==> config.mk <==
export PLATFORM = sky130hd
export DESIGN_NAME = binary_neighbor_filter_bbox_crop
export DESIGN_NICKNAME = d
export VERILOG_FILES = /design/src/design/bnfc_pkg.sv /design/src/design/bnfc_ctrl.sv /design/src/design/bnfc_dp.sv /design/src/design/binary_neighbor_filter_bbox_crop.sv
export SDC_FILE = /design/constraint.sdc
export NUM_CORES = 1
export LEC_CHECK = 0
export ABC_AREA = 0
export BUFFER_PORTS_ARGS = -buffer_cell sky130_fd_sc_hd__buf_2
export CORE_ASPECT_RATIO = 0.7
export CORE_UTILIZATION = 30
export DETAILED_ROUTE_END_ITERATION = 7
export GPL_ROUTABILITY_DRIVEN = 0
export PLACE_DENSITY_LB_ADDON = 0.1
export SLEW_MARGIN = 10
export SYNTH_ARGS = -nofsm -noshare
export SYNTH_HDL_FRONTEND = slang
export SYNTH_SLANG_ARGS = --single-unit
==> constraint.sdc <==
create_clock -name clk -period 8.4 [get_ports clk]
set_clock_uncertainty 0.1 [all_clocks]
set_input_delay 0.42 -clock clk [delete_from_list [all_inputs] [get_ports clk]]
set_output_delay 0.42 -clock clk [all_outputs]
set_load 0.005 [all_outputs]
==> src/design/bnfc_pkg.sv <==
// Shared types and constants for the binary neighbor filter with bounding-box crop.
`timescale 1ns / 1ps
package bnfc_pkg;

	localparam int WORD_W        = 16;
	localparam int STORE_DEPTH   = 16;
	localparam int CNT_W         = 5;
	localparam int IDX_W         = 4;
	localparam int CFG_W         = 5;
	localparam int CFG_IDX_W     = 1;
	localparam int SURVIVE_LIMIT = 3;
	localparam int NEIGHBORS     = 4;

	typedef enum logic [CFG_IDX_W-1:0] {
		REG_NUM_ROWS,
		REG_NUM_COLS
	} cfg_reg_t;

	typedef enum logic [2:0] {
		ST_IDLE,
		ST_PRIME0,
		ST_PRIME1,
		ST_FILT,
		ST_EMIT,
		ST_EMPTY
	} state_t;

	typedef struct packed {
		logic load;
		logic prime0;
		logic prime1;
		logic filt;
		logic emit;
		logic empty;
	} ctrl_cmd_t;

	typedef struct packed {
		logic load_last;
		logic filt_last;
		logic any_kept;
		logic emit_last;
	} dp_status_t;

endpackage

==> src/design/bnfc_ctrl.sv <==
// Controller state machine: row loading, filter pass and crop emission sequencing.
`timescale 1ns / 1ps
module bnfc_ctrl (
	input  logic                   clk,
	input  logic                   arst_n,
	input  logic                   start,
	output logic                   busy,
	input  bnfc_pkg::dp_status_t   sts,
	output bnfc_pkg::ctrl_cmd_t    cmd
);
	import bnfc_pkg::*;

	state_t state_q;
	state_t state_d;

	always_ff @(posedge clk or negedge arst_n) begin
		if (!arst_n) begin
			state_q <= ST_IDLE;
		end else begin
			state_q <= state_d;
		end
	end

	always_comb begin
		state_d = state_q;
		unique case (state_q)
			ST_IDLE: begin
				if (start && sts.load_last) begin
					state_d = ST_PRIME0;
				end
			end
			ST_PRIME0: state_d = ST_PRIME1;
			ST_PRIME1: state_d = ST_FILT;
			ST_FILT: begin
				if (sts.filt_last) begin
					state_d = sts.any_kept ? ST_EMIT : ST_EMPTY;
				end
			end
			ST_EMIT: begin
				if (sts.emit_last) begin
					state_d = ST_IDLE;
				end
			end
			ST_EMPTY: state_d = ST_IDLE;
			default:  state_d = ST_IDLE;
		endcase
	end

	always_comb begin
		cmd  = '0;
		busy = 1'b1;
		unique case (state_q)
			ST_IDLE: begin
				busy     = 1'b0;
				cmd.load = start;
			end
			ST_PRIME0: cmd.prime0 = 1'b1;
			ST_PRIME1: cmd.prime1 = 1'b1;
			ST_FILT:   cmd.filt   = 1'b1;
			ST_EMIT:   cmd.emit   = 1'b1;
			ST_EMPTY:  cmd.empty  = 1'b1;
			default:   busy       = 1'b1;
		endcase
	end

	a_filt_exit: assert property (@(posedge clk) disable iff (!arst_n)
		(state_q == ST_FILT && sts.filt_last) |=> (state_q == ST_EMIT || state_q == ST_EMPTY))
		else $error("filter pass did not hand over to emission");

	a_empty_one: assert property (@(posedge clk) disable iff (!arst_n)
		(state_q == ST_EMPTY) |=> (state_q == ST_IDLE))
		else $error("empty result took more than one cycle");

	a_last_row: assert property (@(posedge clk) disable iff (!arst_n)
		(start && !busy && sts.load_last) |=> (state_q == ST_PRIME0))
		else $error("final row did not start the filter pass");

endmodule

==> src/design/bnfc_dp.sv <==
// Datapath: row store, neighbor filter window, bounding box and cropped result register.
`timescale 1ns / 1ps
module bnfc_dp #(
	parameter int MAX_ROWS = 16,
	parameter int MAX_COLS = 16
) (
	input  logic                            clk,
	input  logic                            arst_n,
	input  logic                            cfg_we,
	input  logic [bnfc_pkg::CFG_IDX_W-1:0]  cfg_idx,
	input  logic [bnfc_pkg::CFG_W-1:0]      cfg_wdata,
	input  logic [bnfc_pkg::WORD_W-1:0]     row_bits,
	input  bnfc_pkg::ctrl_cmd_t             cmd,
	output bnfc_pkg::dp_status_t            sts,
	output logic                            result_strobe,
	output logic [bnfc_pkg::WORD_W-1:0]     out_row_bits,
	output logic [bnfc_pkg::CNT_W-1:0]      row_width,
	output logic [bnfc_pkg::IDX_W-1:0]      box_top,
	output logic [bnfc_pkg::IDX_W-1:0]      box_left,
	output logic                            is_last,
	output logic                            is_empty
);
	import bnfc_pkg::*;

	localparam int ROW_CAP = (MAX_ROWS < STORE_DEPTH) ? MAX_ROWS : STORE_DEPTH;
	localparam int COL_CAP = (MAX_COLS < WORD_W) ? MAX_COLS : WORD_W;
	localparam int AW      = (ROW_CAP > 1) ? $clog2(ROW_CAP) : 1;

	logic [CNT_W-1:0]  num_rows_q;
	logic [CNT_W-1:0]  num_cols_q;
	logic [CNT_W-1:0]  nr;
	logic [CNT_W-1:0]  nc;
	logic [CNT_W:0]    nr_x;
	logic [CNT_W-1:0]  rows_loaded_q;
	logic [CNT_W-1:0]  load_idx;
	logic [CNT_W-1:0]  load_next;
	logic [CNT_W-1:0]  i_q;
	logic [CNT_W:0]    i_p1;
	logic [CNT_W:0]    i_p2;
	logic [WORD_W-1:0] cmask;

	logic [WORD_W-1:0] store_mem [ROW_CAP];
	logic [WORD_W-1:0] mem_q;
	logic              wr_en;
	logic [AW-1:0]     wr_addr;
	logic [WORD_W-1:0] wr_data;
	logic              rd_en;
	logic [AW-1:0]     rd_addr;

	logic [WORD_W-1:0] up_q;
	logic [WORD_W-1:0] cur_q;
	logic [WORD_W-1:0] down_row;
	logic [WORD_W-1:0] west_nb;
	logic [WORD_W-1:0] east_nb;
	logic [WORD_W-1:0] kept;
	logic [IDX_W-1:0]  lo_bit;
	logic [IDX_W-1:0]  hi_bit;

	logic              any_q;
	logic              any_nx;
	logic [IDX_W-1:0]  top_q;
	logic [IDX_W-1:0]  top_nx;
	logic [IDX_W-1:0]  bottom_q;
	logic [IDX_W-1:0]  left_q;
	logic [IDX_W-1:0]  right_q;
	logic [CNT_W-1:0]  width_w;
	logic [WORD_W-1:0] wmask;

	logic              valid_s1;
	logic              last_s1;
	logic              empty_s1;
	logic              strobe_q;
	logic [WORD_W-1:0] out_row_q;
	logic [CNT_W-1:0]  width_q;
	logic [IDX_W-1:0]  top_out_q;
	logic [IDX_W-1:0]  left_out_q;
	logic              last_q;
	logic              empty_q;

	// Counts outside the supported range are pulled back to it.
	always_comb begin
		nr = num_rows_q;
		if (nr == '0) begin
			nr = CNT_W'(1);
		end else if (nr > CNT_W'(ROW_CAP)) begin
			nr = CNT_W'(ROW_CAP);
		end
		nc = num_cols_q;
		if (nc == '0) begin
			nc = CNT_W'(1);
		end else if (nc > CNT_W'(COL_CAP)) begin
			nc = CNT_W'(COL_CAP);
		end
		for (int j = 0; j < WORD_W; j++) begin
			cmask[j] = (CNT_W'(j) < nc);
		end
	end

	assign nr_x      = {1'b0, nr};
	assign load_idx  = (rows_loaded_q >= nr) ? '0 : rows_loaded_q;
	assign load_next = load_idx + CNT_W'(1);
	assign i_p1      = {1'b0, i_q} + (CNT_W + 1)'(1);
	assign i_p2      = {1'b0, i_q} + (CNT_W + 1)'(2);

	// Filter window: cur_q is the row under test, up_q the row above, mem_q the row below.
	assign down_row = (i_p1 < nr_x) ? mem_q : '0;
	assign west_nb  = {cur_q[WORD_W-2:0], 1'b0};
	assign east_nb  = {1'b0, cur_q[WORD_W-1:1]};

	always_comb begin
		logic [2:0] land_cnt;
		for (int j = 0; j < WORD_W; j++) begin
			land_cnt = 3'(up_q[j]) + 3'(down_row[j]) + 3'(west_nb[j]) + 3'(east_nb[j]);
			kept[j]  = cur_q[j] && ((3'(NEIGHBORS) - land_cnt) < 3'(SURVIVE_LIMIT));
		end
	end

	always_comb begin
		lo_bit = '0;
		hi_bit = '0;
		for (int j = WORD_W - 1; j >= 0; j--) begin
			if (kept[j]) begin
				lo_bit = IDX_W'(j);
			end
		end
		for (int j = 0; j < WORD_W; j++) begin
			if (kept[j]) begin
				hi_bit = IDX_W'(j);
			end
		end
	end

	assign any_nx = any_q | (|kept);
	assign top_nx = any_q ? top_q : i_q[IDX_W-1:0];

	assign sts.load_last = (load_next >= nr);
	assign sts.filt_last = (i_p1 >= nr_x);
	assign sts.any_kept  = any_nx;
	assign sts.emit_last = (i_q[IDX_W-1:0] == bottom_q);

	// Row store port control: loads and filtered write-back share the write port.
	always_comb begin
		wr_en   = 1'b0;
		wr_addr = load_idx[AW-1:0];
		wr_data = row_bits & cmask;
		if (cmd.load) begin
			wr_en = 1'b1;
		end else if (cmd.filt) begin
			wr_en   = 1'b1;
			wr_addr = i_q[AW-1:0];
			wr_data = kept;
		end
		rd_en   = 1'b0;
		rd_addr = '0;
		if (cmd.prime0) begin
			rd_en = 1'b1;
		end else if (cmd.prime1) begin
			rd_en   = (nr > CNT_W'(1));
			rd_addr = AW'(1);
		end else if (cmd.filt) begin
			rd_en   = (i_p2 < nr_x);
			rd_addr = i_p2[AW-1:0];
		end else if (cmd.emit) begin
			rd_en   = 1'b1;
			rd_addr = i_q[AW-1:0];
		end
	end

	always_ff @(posedge clk) begin
		if (wr_en) begin
			store_mem[wr_addr] <= wr_data;
		end
		if (rd_en) begin
			mem_q <= store_mem[rd_addr];
		end
	end

	always_ff @(posedge clk or negedge arst_n) begin
		if (!arst_n) begin
			num_rows_q    <= CNT_W'(10);
			num_cols_q    <= CNT_W'(10);
			rows_loaded_q <= '0;
			i_q           <= '0;
			any_q         <= 1'b0;
			valid_s1      <= 1'b0;
			strobe_q      <= 1'b0;
		end else begin
			if (cfg_we) begin
				unique case (cfg_reg_t'(cfg_idx))
					REG_NUM_ROWS: num_rows_q <= cfg_wdata;
					REG_NUM_COLS: num_cols_q <= cfg_wdata;
					default:      num_rows_q <= num_rows_q;
				endcase
				rows_loaded_q <= '0;
			end else if (cmd.load) begin
				rows_loaded_q <= sts.load_last ? '0 : load_next;
			end
			if (cmd.prime0) begin
				i_q   <= '0;
				any_q <= 1'b0;
			end else if (cmd.filt) begin
				any_q <= any_nx;
				i_q   <= sts.filt_last ? {1'b0, top_nx} : i_p1[CNT_W-1:0];
			end else if (cmd.emit) begin
				i_q <= i_p1[CNT_W-1:0];
			end
			valid_s1 <= cmd.emit | cmd.empty;
			strobe_q <= valid_s1;
		end
	end

	assign width_w = {1'b0, right_q} - {1'b0, left_q} + CNT_W'(1);

	always_comb begin
		for (int j = 0; j < WORD_W; j++) begin
			wmask[j] = (CNT_W'(j) < width_w);
		end
	end

	always_ff @(posedge clk) begin
		if (cmd.prime1) begin
			up_q  <= '0;
			cur_q <= mem_q;
		end else if (cmd.filt) begin
			up_q  <= cur_q;
			cur_q <= mem_q;
			if (|kept) begin
				bottom_q <= i_q[IDX_W-1:0];
				top_q    <= top_nx;
				left_q   <= (!any_q || lo_bit < left_q) ? lo_bit : left_q;
				right_q  <= (!any_q || hi_bit > right_q) ? hi_bit : right_q;
			end
		end
		if (cmd.emit || cmd.empty) begin
			last_s1  <= cmd.empty | sts.emit_last;
			empty_s1 <= cmd.empty;
		end
		// One result beat: the row read last cycle, cropped to the box, or zeros for an empty result.
		if (valid_s1) begin
			last_q  <= last_s1;
			empty_q <= empty_s1;
			if (empty_s1) begin
				out_row_q  <= '0;
				width_q    <= '0;
				top_out_q  <= '0;
				left_out_q <= '0;
			end else begin
				out_row_q  <= (mem_q >> left_q) & wmask;
				width_q    <= width_w;
				top_out_q  <= top_q;
				left_out_q <= left_q;
			end
		end
	end

	assign result_strobe = strobe_q;
	assign out_row_bits  = out_row_q;
	assign row_width     = width_q;
	assign box_top       = top_out_q;
	assign box_left      = left_out_q;
	assign is_last       = last_q;
	assign is_empty      = empty_q;

	a_emit_pipe: assert property (@(posedge clk) disable iff (!arst_n)
		cmd.emit |=> valid_s1)
		else $error("emit read did not enter the output stage");

	a_out_pipe: assert property (@(posedge clk) disable iff (!arst_n)
		valid_s1 |=> result_strobe)
		else $error("output stage did not present a result");

	a_empty_fmt: assert property (@(posedge clk) disable iff (!arst_n)
		(result_strobe && is_empty) |-> (is_last && row_width == '0 && out_row_bits == '0))
		else $error("empty result is malformed");

endmodule

==> src/design/binary_neighbor_filter_bbox_crop.sv <==
// Top level of the binary neighbor filter with bounding-box crop.
//
// Rows are loaded with start while busy is low, one row per clock, into a row store
// with one read port and one write port. The row that completes num_rows starts a
// pass: states PRIME0 and PRIME1 prime the filter window, then FILT filters each row,
// writes it back and tracks the box, then EMIT reads each box row (bottom - top + 1),
// or EMPTY gives a single empty beat when nothing survives. The store's single read
// port sets the one-row-per-cycle pace of filtering and emission. Each result beat
// passes the read register and valid_s1, then the output registers, and is held for
// exactly one cycle with result_strobe high; there is no back-pressure, so the
// receiver must take every beat. Busy stays high from priming through the last EMIT
// or EMPTY state. Configuration writes restart loading and must be made only while
// the block is idle; the block itself does not enforce this.
`timescale 1ns / 1ps
module binary_neighbor_filter_bbox_crop #(
	parameter int MAX_ROWS = 16,
	parameter int MAX_COLS = 16
) (
	input  logic                            clk,
	input  logic                            arst_n,
	input  logic                            start,
	output logic                            busy,
	input  logic                            cfg_we,
	input  logic [bnfc_pkg::CFG_IDX_W-1:0]  cfg_idx,
	input  logic [bnfc_pkg::CFG_W-1:0]      cfg_wdata,
	input  logic [bnfc_pkg::WORD_W-1:0]     row_bits,
	output logic                            result_strobe,
	output logic [bnfc_pkg::WORD_W-1:0]     out_row_bits,
	output logic [bnfc_pkg::CNT_W-1:0]      row_width,
	output logic [bnfc_pkg::IDX_W-1:0]      box_top,
	output logic [bnfc_pkg::IDX_W-1:0]      box_left,
	output logic                            is_last,
	output logic                            is_empty
);
	import bnfc_pkg::*;

	ctrl_cmd_t  cmd;
	dp_status_t sts;

	bnfc_ctrl u_ctrl (
		.clk    (clk),
		.arst_n (arst_n),
		.start  (start),
		.busy   (busy),
		.sts    (sts),
		.cmd    (cmd)
	);

	bnfc_dp #(
		.MAX_ROWS (MAX_ROWS),
		.MAX_COLS (MAX_COLS)
	) u_dp (
		.clk           (clk),
		.arst_n        (arst_n),
		.cfg_we        (cfg_we),
		.cfg_idx       (cfg_idx),
		.cfg_wdata     (cfg_wdata),
		.row_bits      (row_bits),
		.cmd           (cmd),
		.sts           (sts),
		.result_strobe (result_strobe),
		.out_row_bits  (out_row_bits),
		.row_width     (row_width),
		.box_top       (box_top),
		.box_left      (box_left),
		.is_last       (is_last),
		.is_empty      (is_empty)
	);

endmodule

Word level (Yosys, flattened, before mapping)
Memory sizes are Yosys's and may differ from the RTL's. A register that Yosys moved wholly into a read port is not among the register bits.
Index checks and enable logic that the tools add are counted.
{"block": "op_classes", "addsub": 67, "mul": 0, "div_mod_pow": 0, "magnitude_cmp": 58, "n_eq_ne": 9, "shift": 1, "n_mux": 77, "bitwise_logic": 7, "reduce_logical": 35}
{"cell": "$mux W4", "n": 31}
{"cell": "$add A3 B1 Y3", "n": 30}
{"cell": "$lt A4 B5 Y1 const A", "n": 16}
{"cell": "$mux W16", "n": 5}
{"cell": "$mux W5", "n": 12}
{"cell": "$lt A3 B2 Y1 const B", "n": 16}
{"cell": "$sub A3 B3 Y3 const A", "n": 16}
{"cell": "$lt A3 B5 Y1 const A", "n": 8}
{"cell": "$add A1 B1 Y2", "n": 16}
{"cell": "$and A16 B16 Y16", "n": 2}
{"cell": "$mux W3", "n": 7}
{"cell": "$lt A1 B5 Y1 const A", "n": 4}
{"cell": "$lt A2 B5 Y1 const A", "n": 4}
{"cell": "$mux W1", "n": 19}
{"cell": "$logic_and A1 B1 Y1", "n": 17}
{"cell": "$reduce_or A16 Y1", "n": 1}
{"cell": "$shr A16 B4 Y16", "n": 1}
{"cell": "$pmux W3 S5", "n": 1}
{"cell": "$lt A6 B5 Y1", "n": 2}
{"cell": "$add A5 B1 Y5 const B", "n": 2}
{"cell": "$ge A5 B5 Y1", "n": 2}
{"cell": "$gt A5 B5 Y1 const B", "n": 2}
{"cell": "$logic_not A5 Y1", "n": 2}
{"cell": "$reduce_and A4 Y1", "n": 2}
{"cell": "other kinds (22)", "n": 36}
{"block": "word_totals", "reg_bits": 107, "latchBits": 0, "ram_bits": 256, "mem_bits_ro": 0, "input_bits": 26, "output_inout_bits": 33, "wordCells": 277, "memories": 1}
{"name": "u_dp.store_mem", "depth": 16, "width": 16, "read_ports": 1, "rd_clocked_by_memory_dff": 1, "write_ports": 1, "line": "bnfc_dp.sv:42", "source": "logic [WORD_W-1:0] store_mem [ROW_CAP];"}

Longest topological paths before layout
{"block": "logic_depth", "depth_word": 29, "depth_mapped": 27}

Hierarchy
Synthesis repeated with hierarchy kept, for this count alone.
{"block": "hier_totals", "cells_unflattened": 1212, "area_unflattened_um2": 17684.5}
{"mod": "bnfc_dp", "instances": 1, "cells_each": 1191, "area_each_um2": 17468.0, "seq_area_each_um2": 11020.6}
{"mod": "bnfc_ctrl", "instances": 1, "cells_each": 21, "area_each_um2": 216.5, "seq_area_each_um2": 75.1}

Least setup slack after synthesis
OpenSTA, ideal clock, no wires.
{"block": "synth_path", "path_kind": "flip-flop to flip-flop", "from": "register u_dp.i_q[3]", "to": "register u_dp.right_q[0], enable pin", "setup_time_ps": 365, "arrival_time_ps": 4821, "t_required_ps": 7935, "slack_ps": 3114, "stages_incl_launch_ff": 24, "n_path_buf": 3, "period_less_slack_ps": 5286, "path_cell_list": "dfrtp_1 -> clkbuf_1 -> nand3_1 -> xnor2_1 -> ha_1 -> and3_1 -> o21ai_0 -> and4b_1 -> clkbuf_1 -> clkbuf_1 -> and2_1 -> ha_1 -> inv_1 -> ha_1 -> ha_1 -> xnor2_1 -> and3_1 -> o21ai_0 -> and3_1 -> or4_1 -> a31oi_1 -> ha_1 -> a41o_1 -> a21boi_0"}
{"block": "synth_between", "elab_chain_cells": 27, "word_cells_on_any_way": 116, "cone_classes": "63 x add/sub; 18 x order compare; 16 x mux; 19 x reduce/logical"}
{"element": "from (decl)", "line": "bnfc_dp.sv:37", "source": "logic [CNT_W-1:0] i_q;"}
{"element": "from (signal assigned)", "line": "bnfc_dp.sv:203", "source": "i_q <= sts.filt_last ? {1'b0, top_nx} : i_p1[CNT_W-1:0];"}
{"element": "from (signal assigned)", "line": "bnfc_dp.sv:205", "source": "i_q <= i_p1[CNT_W-1:0];"}
{"element": "$add A5 B1 Y6 *", "line": "bnfc_dp.sv:102", "source": "assign i_p1 = {1'b0, i_q} + (CNT_W + 1)'(1);"}
{"element": "$lt A6 B5 Y1 *", "line": "bnfc_dp.sv:106", "source": "assign down_row = (i_p1 < nr_x) ? mem_q : '0;"}
{"element": "$mux W16 *", "line": "bnfc_dp.sv:106"}
{"element": "$add A1 B1 Y2", "line": "bnfc_dp.sv:113", "source": "land_cnt = 3'(up_q[j]) + 3'(down_row[j]) + 3'(west_nb[j]) + 3'(east_nb[j]);"}
{"element": "$add A3 B1 Y3 (2 in a row)", "line": "bnfc_dp.sv:113"}
{"element": "$sub A3 B3 Y3", "line": "bnfc_dp.sv:114", "source": "kept[j] = cur_q[j] && ((3'(NEIGHBORS) - land_cnt) < 3'(SURVIVE_LIMIT));"}
{"element": "$lt A3 B2 Y1", "line": "bnfc_dp.sv:114"}
{"element": "$logic_and A1 B1 Y1", "line": "bnfc_dp.sv:114"}
{"element": "$mux W1", "line": "bnfc_dp.sv:127", "source": "if (kept[j]) begin"}
{"element": "$mux W2 (2 in a row)", "line": "bnfc_dp.sv:127"}
{"element": "$mux W3 (4 in a row)", "line": "bnfc_dp.sv:127"}
{"element": "$mux W4 (8 in a row)", "line": "bnfc_dp.sv:127"}
{"element": "$gt A4 B4 Y1", "line": "bnfc_dp.sv:231", "source": "right_q <= (!any_q || hi_bit > right_q) ? hi_bit : right_q;"}
{"element": "$logic_or A1 B1 Y1", "line": "bnfc_dp.sv:231"}
{"element": "$reduce_and A4 Y1 (no source line) *"}
{"element": "to (signal assigned)", "line": "bnfc_dp.sv:231"}
{"element": "to (decl)", "line": "bnfc_dp.sv:65", "source": "logic [IDX_W-1:0] right_q;"}
Mark *: on every way between the ends. The rest lies on a longest branch, timed or not.
A chain may end at the register's enable or synchronous reset.

Worst setup path after layout
{"block": "layout_path", "from": "register u_dp.i_q[2]", "to": "register u_dp.right_q[2], enable pin"}
{"block": "layout_between", "word_cells_on_any_way": 116, "cone_classes": "63 x add/sub; 18 x order compare; 16 x mux; 19 x reduce/logical"}
{"element": "$add A5 B1 Y6 *", "line": "bnfc_dp.sv:102"}
{"element": "$lt A6 B5 Y1 *", "line": "bnfc_dp.sv:106"}
{"element": "$mux W16 *", "line": "bnfc_dp.sv:106"}
{"element": "$add A1 B1 Y2", "line": "bnfc_dp.sv:113"}
{"element": "$add A3 B1 Y3 (2 in a row)", "line": "bnfc_dp.sv:113"}
{"element": "$sub A3 B3 Y3", "line": "bnfc_dp.sv:114"}
{"element": "$lt A3 B2 Y1", "line": "bnfc_dp.sv:114"}
{"element": "$logic_and A1 B1 Y1", "line": "bnfc_dp.sv:114"}
{"element": "$mux W2 (2 in a row)", "line": "bnfc_dp.sv:127"}
{"element": "$mux W3 (4 in a row)", "line": "bnfc_dp.sv:127"}
{"element": "$mux W4 (7 in a row)", "line": "bnfc_dp.sv:127"}
{"element": "$mux W4 *", "line": "bnfc_dp.sv:127"}
{"element": "named net u_dp.hi_bit[1]", "line": "bnfc_dp.sv:57", "source": "logic [IDX_W-1:0] hi_bit;"}
{"element": "$gt A4 B4 Y1 *", "line": "bnfc_dp.sv:231"}
{"element": "$logic_or A1 B1 Y1 *", "line": "bnfc_dp.sv:231"}
{"element": "$reduce_and A4 Y1 (no source line) *"}
The timed path passes the listed nets; every way through them passes the cells marked *.

==> results.json <==
{
  "cts_setup_buffers": 0,
  "rr_startpoint": "u_dp.i_q[2]",
  "rsz0062_at_grt": "false",
  "die_w_um": 297.1,
  "cpMaxStageDelayCell": "dfrtp_1",
  "ys_warn_count": 0,
  "p_int_mw": 5.289,
  "cts_buffer_depth": 3,
  "hp-start": "cfg_wdata[2]",
  "p_clk_frac": 0.182,
  "cts_max_level": 2,
  "synth-main-ff-cell": "edfxtp_1",
  "grt_overflow": 0,
  "start_util": 0.3044,
  "antenna_found_initial": 1,
  "tns_ns": 0,
  "hold_class": "input port to flop",
  "r2r_slack_ns": 2.37,
  "dieHeight_um": 208.5,
  "synth_top_family_by_area": "simple AND/OR/NAND/NOR gates",
  "core_area_um2": 60060,
  "area_growth_pct": 14.48,
  "finalCritPeriodShare": 0.7178,
  "r2r_cells": 26,
  "worst_skew_pair.late_latency_ns": 0.57,
  "grt_use_total": 0.1627,
  "antenna_left": 0,
  "power_switching_mw": 3.953,
  "grt_pass1_wl_um": 76320,
  "maxCapViolCount": 0,
  "cts_inserted_buffers": 40,
  "required_ns": 8.49,
  "sequentialPowerShare": 0.334,
  "layout_common_cells": "edfxtp_1 (337), nand2_1 (301), ha_1 (107)",
  "layout.cells.non_filler": 2408,
  "seq_area_frac_synth": 0.6069,
  "min_to": "u_dp.num_rows_q[2]",
  "drt_pass1_iterations": 5,
  "finalPower_mw": 9.242,
  "async_flop_share": 0.06860,
  "cp_max_fo": 18,
  "powerDensity_nw_per_um2": 441.6,
  "synth_edf_count": 337,
  "antenna_cells": 0,
  "multiInputGateArea_um2": 6719,
  "root_buffer": "clkbuf_16",
  "comb_power_share": 0.483,
  "cts_resized": 0,
  "startpoint_type": "flop",
  "clock_sinks": 379,
  "min_delay_path_depth": 2,
  "layout.nets": 1707,
  "crit_type": "flop to flop",
  "hold_violations": 0,
  "place_inst": 2332,
  "fillers": 5997,
  "synth_compound_area_frac": 0.08672,
  "tritoncts": "done",
  "grt_pass1_vias": 11700,
  "num_vias": 11890,
  "dieArea_um2": 61950,
  "drc": 0,
  "worst_slew_pin_slew_ns": 1.172,
  "grt_max_degree": 65,
  "final_common_cell": "edfxtp_1",
  "peakVddDrop_v": 0.0001760,
  "finalCriticalPeriod_ns": 6.029,
  "clkTransAtPathRegs_ns": 0.07,
  "syn_nets": 1636,
  "cp_common_cell": "ha_1",
  "drive_gt1_frac": 0.1419,
  "drt-vias-per-instance": 4.939,
  "netSwitchingFraction": 0.4277,
  "relSlewSlack": 0.2135,
  "synthXorXnorAreaFrac": 0.01341,
  "ys_types": 66,
  "drt-initial-drc-count": 715,
  "syn_area_um2": 18280,
  "syn_area_per_cell_um2": 12.19,
  "slowest_delay_ns": 0.64,
  "drv_slew": 0,
  "synth-seq-cells": 379,
  "wl_um": 50660,
  "status": "finished clean",
  "r2r_end": "u_dp.right_q[2]",
  "post_drt_wl_per_cell_um": 21.04,
  "endpoint_kind": "flop",
  "synth-simple-area-share": 0.1350,
  "final-seq-area_um2": 11100,
  "rows": 75,
  "synth_adder_area_share": 0.07652,
  "power_leakage_nw": 8.014,
  "setup_violations": 0,
  "portBuffers": 58,
  "muxShareOfSynthArea": 0.05085,
  "dp.final_hpwl_um": 33820,
  "synth_cells": 1500,
  "critPathArrivalTime_ns": 6.12,
  "pin_count": 59,
  "max_freq_mhz": 165.9
}
## power by group through the flow
stage | Clock, mW | Sequential, mW | Combinational [mW]
2_1_floorplan | 0 | 2.92 | 3.16
3_3_place_gp | 0 | 3.13 | 4.46
3_5_place_dp | 0 | 3.13 | 4.48
4_1_cts | 1.74 | 3.09 | 4.52
5_1_grt | 1.81 | 3.14 | 5.03
6_report | 1.68 | 3.09 | 4.47
## worst max-delay path: cells and delay by family (launching register included)
| family | cells | cell delay (ns) |
|---|---|---|
| and+or+nand+nor | 8 | 1.34 |
| adders and majority gates | 6 | 1.62 |
| buffers and inverters | 2 | 0.24 |
| xor gates and xnor gates | 2 | 0.31 |
| DFF | 1 | 0.64 |
| AOI/OAI and AO/OA | 8 | 1.41 |
## logic make-up after synthesis
group / after synthesis
flops: 379
mux: 83
buf+inv: 136
fa+ha+maj: 110
simple gates: 536
xor+xnor: 28
compound gates: 228
## repair_timing
action,4_1_cts,5_1_grt
hold buffers,5,0
endpoints found under the hold margin,28,0
endpoints found under the setup margin,0,0
## synth_stat cells, types with 7 or more instances
cell	number	area, µm²
xnor2_1	20	175.2
nor2b_1	18	112.6
o32ai_1	16	140.1
nor2_1	48	180.2
mux2i_1	49	490.5
o21ai_0	45	225.2
inv_1	61	229.0
ha_1	107	1339
and3_1	74	462.9
nand2_1	301	1130
o21a_1	8	60.06
nor3_1	11	55.05
a211oi_1	9	67.56
a21o_1	8	60.06
a22o_1	8	70.07
a21oi_1	23	115.1
a221o_1	17	170.2
and2_1	21	131.4
o211ai_1	10	75.07
dfxtp_1	16	320.3
clkbuf_1	37	138.9
dfrtp_1	22	550.5
xor2_1	8	70.07
a31oi_1	42	262.8
nand2b_1	7	43.79
edfxtp_1	337	10120
mux2_2	29	326.6
buf_2	27	135.1
nand3_1	28	140.1
## per-stage QoR
step | worst slack [ns] | instance area [µm²] | utilization | hold WS [ns]
finish | 2.371 | 20930 | 0.3485 | 0.02334
global route | 1.862 | 20930 | 0.3485 | 0.01606
CTS | 2.350 | 20930 | 0.3485 | 0.0005579
detailed placement | 2.443 | 19650 | 0.3272 | 0.3195
global placement | 2.373 | 19650 | 0.3272 | 0.3082
floorplan | 3.114 | 18280 | - | 0.02441
## final cells by class
cell class	count	share of cell area
clock inverters	18	0.007593
multi-input cells	985	0.3211
flip-flops and latches	379	0.5302
repair buffers	103	0.03061
well taps	808	0.04831
clock buffers	53	0.05112
inverters	62	0.01112
## flip-flops by register name (all words and copies together), names as in the netlist, 5 cells and up
register / cells
u_dp.mem_q: 16
u_dp.out_row_bits: 16
u_dp.num_cols_q: 5
u_dp.up_q: 16
u_dp.row_width: 5
u_dp.rows_loaded_q: 5
u_dp.store_mem: 256
u_dp.i_q: 5
u_dp.cur_q: 16
u_dp.num_rows_q: 5
## layer usage
layer / track usage / up-vias / share of wire
met5: 0 / - / 0
met4: 0.02844 / 0 / 0.014
met3: 0.02402 / 50 / 0.040
met2: 0.2302 / 211 / 0.40
met1: 0.2603 / 5968 / 0.54
li1: - / 5665 / -
## how the worst max path moves through the flow
| stage | from | to | slack, ns | cells past startpoint |
|---|---|---|---|---|
| 2_1_floorplan | u_dp.i_q[3] | u_dp.right_q[0] | 3.11 | 23 |
| 3_3_place_gp | u_dp.i_q[2] | u_dp.right_q[3] | 2.37 | 22 |
| 3_5_place_dp | u_dp.i_q[2] | u_dp.right_q[2] | 2.44 | 26 |
| 4_1_cts | u_dp.i_q[2] | u_dp.right_q[0] | 2.35 | 22 |
| 5_1_grt | u_dp.i_q[2] | u_dp.right_q[1] | 1.86 | 26 |
| 6_report | u_dp.i_q[2] | u_dp.right_q[2] | 2.37 | 26 |
(Power assumes the default switching activity.)
